<file path="config.mk">
export PLATFORM = sky130hd
export DESIGN_NAME = mppr_pick
export DESIGN_NICKNAME = d
export VERILOG_FILES = /design/src/rtl/mppr_pkg.sv /design/src/rtl/mppr_pick.sv
export SDC_FILE = /design/constraint.sdc
export NUM_CORES = 1
export LEC_CHECK = 0
export BUFFER_PORTS_ARGS = -buffer_cell sky130_fd_sc_hd__buf_2
export CAP_MARGIN = 20
export CORE_MARGIN = 1.5
export CORE_UTILIZATION = 43
export DETAILED_ROUTE_END_ITERATION = 10
export GPL_ROUTABILITY_DRIVEN = 1
export PLACE_DENSITY_LB_ADDON = 0.3
export SLEW_MARGIN = 25
export SYNTH_ARGS = -nofsm -noshare
export SYNTH_HDL_FRONTEND = slang
export SYNTH_SLANG_ARGS = --single-unit
export TNS_END_PERCENT = 100
</file>
<file path="constraint.sdc">
create_clock -name vclk -period 2
set_input_delay 0.2 -clock vclk [all_inputs]
set_output_delay 0.2 -clock vclk [all_outputs]
set_load 0.005 [all_outputs]
</file>
<file path="src/rtl/mppr_pkg.sv">
// ----------------------------------------------------------------------------
// mppr_pkg
// Shared constants, types and helpers for the multi-policy page table.
// ----------------------------------------------------------------------------
package mppr_pkg;

	localparam int unsigned ENTRIES       = 16;
	localparam int unsigned KEY_BITS      = 10;
	localparam int unsigned COUNT_BITS    = 16;
	localparam int unsigned IDX_BITS      = $clog2(ENTRIES);
	localparam int unsigned SLOT_BITS     = $clog2(ENTRIES + 1);
	localparam int unsigned HIST_DEPTH    = 1 << KEY_BITS;
	localparam int unsigned POLICY_BITS   = 2;
	localparam int unsigned CFG_IDX_BITS  = 1;
	localparam int unsigned CFG_DATA_BITS = SLOT_BITS;

	typedef enum logic [POLICY_BITS-1:0] {
		POL_LRU = 2'd0,
		POL_LFU = 2'd1,
		POL_MRU = 2'd2,
		POL_MFU = 2'd3
	} policy_t;

	localparam logic [CFG_IDX_BITS-1:0] CFG_POLICY = 1'b0;
	localparam logic [CFG_IDX_BITS-1:0] CFG_LIMIT  = 1'b1;

	localparam policy_t               POLICY_RESET = POL_LFU;
	localparam logic [SLOT_BITS-1:0] LIMIT_RESET  = SLOT_BITS'(ENTRIES);

	typedef enum logic [1:0] {
		ST_CLEAR,
		ST_IDLE,
		ST_SCAN,
		ST_UPDATE
	} state_t;

	// what the victim compare looks at for one entry
	typedef struct packed {
		logic [COUNT_BITS-1:0] count;
		logic [IDX_BITS-1:0]   rank;
	} cand_t;

	function automatic logic [COUNT_BITS-1:0] sat_inc(input logic [COUNT_BITS-1:0] c);
		logic [COUNT_BITS-1:0] r;
		r = (c == '1) ? c : c + COUNT_BITS'(1);
		return r;
	endfunction

endpackage

</file>
<file path="src/rtl/mppr_pick.sv">
// ----------------------------------------------------------------------------
// mppr_pick
// Victim compare: does the candidate beat the current best under the policy.
// ----------------------------------------------------------------------------
module mppr_pick (
	input  mppr_pkg::policy_t policy,
	input  mppr_pkg::cand_t   cand,
	input  mppr_pkg::cand_t   best,
	output logic              take
);
	import mppr_pkg::*;

	logic cnt_lt;
	logic cnt_eq;
	logic older;

	assign cnt_lt = cand.count < best.count;
	assign cnt_eq = cand.count == best.count;
	assign older  = cand.rank > best.rank;

	always_comb begin
		case (policy)
			POL_LRU: take = older;
			POL_LFU: take = cnt_lt || (cnt_eq && older);
			POL_MRU: take = cand.rank < best.rank;
			POL_MFU: take = (!cnt_lt && !cnt_eq) || (cnt_eq && older);
			default: take = 1'b0;
		endcase
	end

endmodule

</file>
* Yosys cells after proc, flatten, opt, wreduce, memory -nomap -nowiden *
Cells that the tools add are included.

operators by class
  $lt $le $gt $ge = 3
  eq/ne operators = 4
  muxes and demuxes = 1
  reductions and logical operators = 7

operators with widths
  cell                number
  $eq 16x16->1        1
  $lt 16x16->1        1
  $eq 2x2->1 const B  2
  $gt 4x4->1          1
  $lt 4x4->1          1
  $pmux 1 s4          1
  $eq 2x1->1 const B  1
  $logic_and 1x1->1   2
  $logic_not 1->1     2
  $logic_not 2->1     1
  $logic_or 1x1->1    2

storage, ports and cells
  register bits = 0
  bits of input ports = 42
  output and inout bits = 1
  word-level logic and storage cells = 15

* Logic depth before layout (Yosys ltp) *
Gate-level depths: netlist (run 1).

  depth in word-level cells = 5
  gate-level depth with buffers = 8
  mapped depth without buffers = 8

* Least setup slack after synthesis (run 1) *
No wires, ideal clock.

  kind = input to output
  start point = input best[19] in the netlist's numbering
  end point = output take
  arrival = 1.403 ns
  slack = 0.397 ns
  stages on the path = 8
  buffers on the path = 0
  cells stage by stage = inv_1 ha_1 nand4_1 nor3_2 o21ai_1 o211ai_2 mux2_4 nand3_2

between the ends
  word-level cells in the longest chain between the ends = 5
  elaborated cells between the ends (all ways) = 9
  classes of those cells = 1 x order compare; 1 x eq/ne; 1 x mux; 6 x reduce/logical

ends and longest elaborated chain
  item                                          line                              RTL
  start: declaration                            mppr_pick.sv:8                    input mppr_pkg::cand_t best,
  $lt 16x16->1 or $eq 16x16->1 (tied branches)  mppr_pick.sv:17, mppr_pick.sv:18
  $logic_not 1->1                               mppr_pick.sv:26                   POL_MFU: take = (!cnt_lt && !cnt_eq) || (cnt_eq && older);
  $logic_and 1x1->1                             mppr_pick.sv:26
  $logic_or 1x1->1                              mppr_pick.sv:26
  $pmux 1 s4 (*)                                mppr_pick.sv:22                   case (policy)
  end: declaration                              mppr_pick.sv:9                    output logic take

Mark *: on every way between the ends. The rest lies on a longest branch, timed or not.

* Final worst setup path (run 1) *
  start point = input cand[11] in the netlist's numbering
  end point = output take

between the ends
  word-level cells in the longest chain between the ends = 5
  elaborated cells between the ends (all ways) = 9
  classes of those cells = 1 x order compare; 1 x eq/ne; 1 x mux; 6 x reduce/logical

ends and longest elaborated chain
  item                                          line                              RTL
  start: declaration                            mppr_pick.sv:7                    input mppr_pkg::cand_t cand,
  $lt 16x16->1 or $eq 16x16->1 (tied branches)  mppr_pick.sv:17, mppr_pick.sv:18
  $logic_not 1->1                               mppr_pick.sv:26
  $logic_and 1x1->1                             mppr_pick.sv:26
  $logic_or 1x1->1                              mppr_pick.sv:26
  $pmux 1 s4 (*)                                mppr_pick.sv:22

Marked as above.

==> metrics.csv, run 1 <==
stage,metric,value,unit
route,num_vias,655,
worst_setup_path,slowest_delay,0.31,ns
global_route,grt_util_met1,22.0,%
worst_setup_path,end_kind,primary output,
pwr,p_per_area,181,nW/um^2
worst_setup_path,cp.required,1.80,ns
final_layout,seqCellArea,0,um^2
global_route,grt_first_pass_wirelength,1970,um
floorplanning,rows,12,
route,drtAntennaViolNets,0,
logic_synthesis,synth.area.top_cells,"ha_1 44%, inv_1 15%, nand4_1 4.4%, a21oi_1 3.5%, nor2_1 3.3%",
global_route,grt_pass1_vias,561,
place,dp.cells,135,
sta,slew_viol_final,0,
route,drt-wirelength-per-cell,8.94,um
logic_synthesis,synth_area,567,um^2
sta,slew_headroom,83.7,%
route,drtIter0Drc,3,
route,vias_per_cell,4.85,
floorplanning,die-area,1540,um^2
logic_synthesis,ys_seq_area_share,0,%
floorplanning,core_area,1170,um^2
global_route,grt.total_usage,17.3,%
global_route,grt_overflow,0,
logic_synthesis,synth.largest_area_cell,ha_1,
final_layout,stdcell_count,135,
route,drc,0,
global_route,grt_max_degree,5,
floorplanning,top_level_ports,43,
logic_synthesis,ys_types,20,
clock_network,cts-resized-gates,0,
worst_setup_path,worstSetupStartpointType,input port,
pwr,irDropWorstVdd,86.8,uV
clock_network,postCtsSetupRepairBufs,0,
logic_synthesis,yosysTopAreaCellShare,44.2,%
worst_setup_path,cp_slowest_cell,ha_1,
logic_synthesis,netlist_instances,78,
worst_setup_path,crit_arrival,1.67,ns
sta,finalCritPeriodShare,93.5,%
worst_setup_path,worst_path_most_repeated_cell,buf_2,
global_route,grt_use_met2,34.2,%
sta,fin_crit,1.87,ns
sta,setup_viol,0,
place,io_buffers,43,
floorplanning,die_x,39.3,um
worst_setup_path,path_buf_inv,2,
sta,max_freq,0.535,GHz
route,dr.pass1.iters,2,
clock_network,cts_hold_buf,0,
logic_synthesis,syn_avg_cell_area,7.27,um^2
worst_setup_path,crit_family,compound AO/OA/AOI/OAI gates,
sta,rsz0062_at_grt,false,
run_status,status,"complete, no violations",
final_layout,nNetsFinal,185,
final_layout,clkbuf_count,0,
sta,setup_ws,0.130,ns
worst_setup_path,crit_path_cell_trace,buf_2 > ha_1 > nand4_1 > o221ai_1 > o21ai_1 > o211ai_2 > mux2_4 > nand3_2 > buf_2,
final_layout,fillers,120,
global_route,antenna_found_initial,0,
place,dp_slack,0.123,ns
sta,tns,0,ns
sta,worst_pin_slew,0.243,ns
global_route,grt-busiest-layer,met2,
logic_synthesis,synthesis.nets,140,
hold_path,hp-class,input port to primary output,
flow_run,cap_viol_max_count,0,
place,hpwl,1170,um
sta,hold_violations,0,
global_route,use_met3,0,%
final_layout,drive_above_1_share,40.5,%
worst_setup_path,worstPathMaxFanout,3,
floorplanning,initial_core_util,48.4,%
worst_setup_path,criticalPathCategory,input port to primary output,
floorplanning,die_h,39.3,um
logic_synthesis,synth_commonest_cells,"22 x inv_1, 20 x ha_1, 5 x nor2_1",
route,wirelength,1210,um
logic_synthesis,synth.most_common_cell,inv_1,
final_layout,area_delta_synth_final,41.1,%
pwr,power_leakage,0.526,nW
place,routabilityCongestion,0.671,
logic_synthesis,yosys_warnings,0,
final_layout,nFlopsAndLatches,0,
final_layout,diodes,0,
==> cells in the final DEF (no fill, tap or decap) <==
cell and count:
buf_2 43, inv_1 22, ha_1 20, nor2_1 5, nand4_1 4, nand2_1 4
a21oi_1 4, nand3_1 2, a211oi_1 2, o221ai_1 2, a21o_1 2, o21a_1 2
or2b_2 1, nor3_2 1, nand2b_1 1, o21ai_1 1, a21oi_2 1, o211ai_2 1
mux2_4 1, nor2b_1 1, nand3_2 1
==> final timing paths <==
path,cells after the start,from,slack (ns),end
worst min-delay path,4,policy[1],0.78,take
worst max-delay path,9,cand[11],0.13,take
==> worst min-delay path, cell delays in order <==
cell	delay, ns
buf_2	0.11
nand3_1	0.10
nand3_2	0.08
buf_2	0.10
==> kinds of logic (layout without fill, tap and decap cells) <==
| family | count (synthesis) | in the layout | share of synthesized area [%] |
|---|---|---|---|
| buffers and inverters | 22 | 65 | 14.6 |
| AND/OR/NAND/NOR | 20 | 20 | 19.4 |
| adder cells (fa/ha/maj) | 20 | 20 | 44.2 |
| multiplexers | 1 | 1 | 2.65 |
| AO/OA/AOI/OAI | 15 | 15 | 19.2 |
==> cell type report <==
type                            count  area (um^2)  area share (%)
Tap cell                           14         17.5            2.19
Timing Repair Buffer               43          215            26.9
Inverter                           22         82.6            10.3
Multi-Input combinational cell     56          484            60.6
==> metrics by stage <==
step	total power [W]	hold WS [ns]	cell area (um^2)	util (%)
2_1_floorplan	0.0000852	0.544	567	-
3_3_place_gp	0.000140	0.768	800	68.3
3_5_place_dp	0.000146	0.781	800	68.3
4_1_cts	0.000148	0.781	800	68.3
5_1_grt	0.000167	0.814	800	68.3
6_report	0.000145	0.784	800	68.3
==> power by group <==
| group | total [W] | internal (W) | switching (W) |
|---|---|---|---|
| registers | 0 | 0 | 0 |
| logic | 0.000145 | 0.0000792 | 0.0000654 |
| clock network | 0 | 0 | 0 |
==> per-layer routing <==
metal,wire length (um),vias up
met5,0,-
met4,0,0
met3,69,0
met2,640,22
met1,497,279
li1,-,354
Note: power is estimated with default switching activity, not from simulation.
==> run 2, diff against run 1 <==
--- a/config.mk
+++ b/config.mk
@@ -5,11 +5,11 @@
 export SDC_FILE = /design/constraint.sdc
 export NUM_CORES = 1
 export LEC_CHECK = 0
-export BUFFER_PORTS_ARGS = -buffer_cell sky130_fd_sc_hd__buf_2
 export CAP_MARGIN = 20
-export CORE_MARGIN = 1.5
-export CORE_UTILIZATION = 43
+export CORE_AREA = 2 2 39 41
 export DETAILED_ROUTE_END_ITERATION = 10
+export DIE_AREA = 0 0 41 43
+export DONT_BUFFER_PORTS = 1
 export GPL_ROUTABILITY_DRIVEN = 1
 export PLACE_DENSITY_LB_ADDON = 0.3
 export SLEW_MARGIN = 25
==> run 2 against run 1 <==
Against the previous run: routed wire length is 25% lower; first-iteration DRC count grew to 2.7 times the previous value; flip-flop and latch count stayed put; global-route usage is 7.1 points lower; via count is 22% lower; critical endpoint unchanged; hold slack worse by 0.23 ns; largest cell class unchanged; design area is 27% lower; maximum frequency is 11% higher; sequential share of layout area stayed put; critical path depth is 1 lower; clock-buffer cell count stayed put.
==> metrics.csv, run 2 (same netlist as run 1, synthesis figures left out) <==
stage,metric,value,unit,change
final_layout,area_delta_synth_final,3.53,%,
final_layout,seqCellArea,0,um^2,unchanged
final_layout,nFlopsAndLatches,0,,unchanged
sta,tns,0,ns,unchanged
worst_setup_path,slowest_delay,0.32,ns,about the same
sta,slew_viol_final,0,,unchanged
sta,worst_pin_slew,0.252,ns,+0.00922 ns
worst_setup_path,worstSetupStartpointType,input port,,
floorplanning,die_h,43,um,+9.4%
final_layout,drive_above_1_share,7.69,%,-33 points
final_layout,multi_input_comb_area,484,um^2,unchanged
worst_setup_path,crit_arrival,1.48,ns,-0.19 ns
final_layout,mostFrequentLayoutCell,inv_1,,
route,wirelength,902,um,-25%
sta,slew_headroom,83.1,%,-0.62 points
worst_setup_path,cp.required,1.80,ns,about the same
floorplanning,core_area,1380,um^2,+18%
sta,setup_viol,0,,unchanged
route,num_vias,509,,-22%
floorplanning,rows,14,,+2
sta,finalCritPeriodShare,84.1,%,-9.4 points
worst_setup_path,end_kind,primary output,,
floorplanning,initial_core_util,41.0,%,-7.4 points
pwr,power_leakage,0.356,nW,-32%
sta,rsz0062_at_grt,false,,
clock_network,postCtsSetupRepairBufs,0,,unchanged
hold_path,hp-start,policy[1],,
final_layout,finalInstanceArea,587,um^2,-27%
final_layout,clkbuf_count,0,,unchanged
place,routabilityCongestion,0.555,,-17%
floorplanning,die-area,1760,um^2,+14%
final_layout,diodes,0,,unchanged
floorplanning,top_level_ports,43,,unchanged
clock_network,cts_hold_buf,0,,unchanged
sta,fin_crit,1.68,ns,-0.188 ns
worst_setup_path,crit_path_cell_trace,inv_1 > ha_1 > nand4_1 > nor3_2 > o21ai_1 > o211ai_2 > mux2_4 > nand3_2,,
global_route,antenna_found_initial,0,,unchanged
final_layout,nNetsFinal,142,,-23%
sta,max_freq,0.595,GHz,+11%
worst_setup_path,crit_family,simple AND/OR/NAND/NOR gates,,
worst_setup_path,crit_start,best[19],,
global_route,grt_max_degree,5,,unchanged
pwr,irDropWorstVdd,54.7,uV,-37%
global_route,grt.total_usage,10.2,%,-7.1 points
pwr,p_per_area,168,nW/um^2,-6.9%
hold_path,hp-class,input port to primary output,,
worst_setup_path,criticalPathCategory,input port to primary output,,
place,hpwl,897,um,-24%
route,dr.pass1.iters,4,,+2
route,vias_per_cell,5.41,,+12%
final_layout,fillers,148,,+23%
clock_network,cts-resized-gates,0,,unchanged
global_route,grt_overflow,0,,unchanged
floorplanning,die_x,41,um,+4.3%
worst_setup_path,worstPathMaxFanout,2,,-1
route,drt-wirelength-per-cell,9.60,um,+7.3%
route,drc,0,,unchanged
place,io_buffers,0,,-100%
worst_setup_path,path_buf_inv,1,,-1
route,drtIter0Drc,8,,+5
place,dpl_cell_area,587,um^2,-27%
flow_run,cap_viol_max_count,0,,unchanged
worst_setup_path,cp_slowest_cell,mux2_4,,
route,drtAntennaViolNets,0,,unchanged
sta,hold_violations,0,,unchanged
run_status,status,"complete, no violations",,
final_layout,final_cell_mix,"22 x inv_1, 20 x ha_1, 5 x nor2_1",,
global_route,grt_first_pass_wirelength,1370,um,-31%
global_route,grt_pass1_vias,404,,-28%
## run 2: cell types whose count changed in the layout (fill, tap and decap cells not counted), sizes merged
| cell | delta |
|---|---|
| buf | -43 |
## run 2: worst paths after layout
path | to | depth (start not counted)
worst max-delay path | take | 8
worst min-delay path | take | 2
## run 2: stage by stage
stage / instances / hold WS [ns] / util [%] / total power [W] / worst slack [ns]
2_1_floorplan: 78 / 0.544 / - / 0.0000852 / 0.397
5_1_grt: 94 / 0.561 / 42.4 / 0.000117 / 0.209
3_5_place_dp: 94 / 0.555 / 42.4 / 0.000100 / 0.297
4_1_cts: 94 / 0.556 / 42.4 / 0.000101 / 0.290
6_report: 94 / 0.554 / 42.4 / 0.0000988 / 0.318
3_3_place_gp: 94 / 0.554 / 42.4 / 0.0000990 / 0.289
## run 2: power breakdown
group / internal (W) / switching [W]
registers: 0 / 0
clock network: 0 / 0
logic: 0.0000489 / 0.0000498
total: 0.0000489 / 0.0000498
## run 2: cell type report
| class | count | share of cell area [%] |
|---|---|---|
| multi-input combinational | 56 | 82.5 |
| tap | 16 | 3.41 |
| inverter | 22 | 14.1 |
## run 2: routing by layer
layer / up-vias / global-route usage (%) / share of wire, %
met2: 20 / 20.6 / 55
met4: 0 / 0 / 0
met3: 0 / 1.05 / 6.7
li1: 268 / - / -
met5: - / 0 / 0
met1: 221 / 10.8 / 38
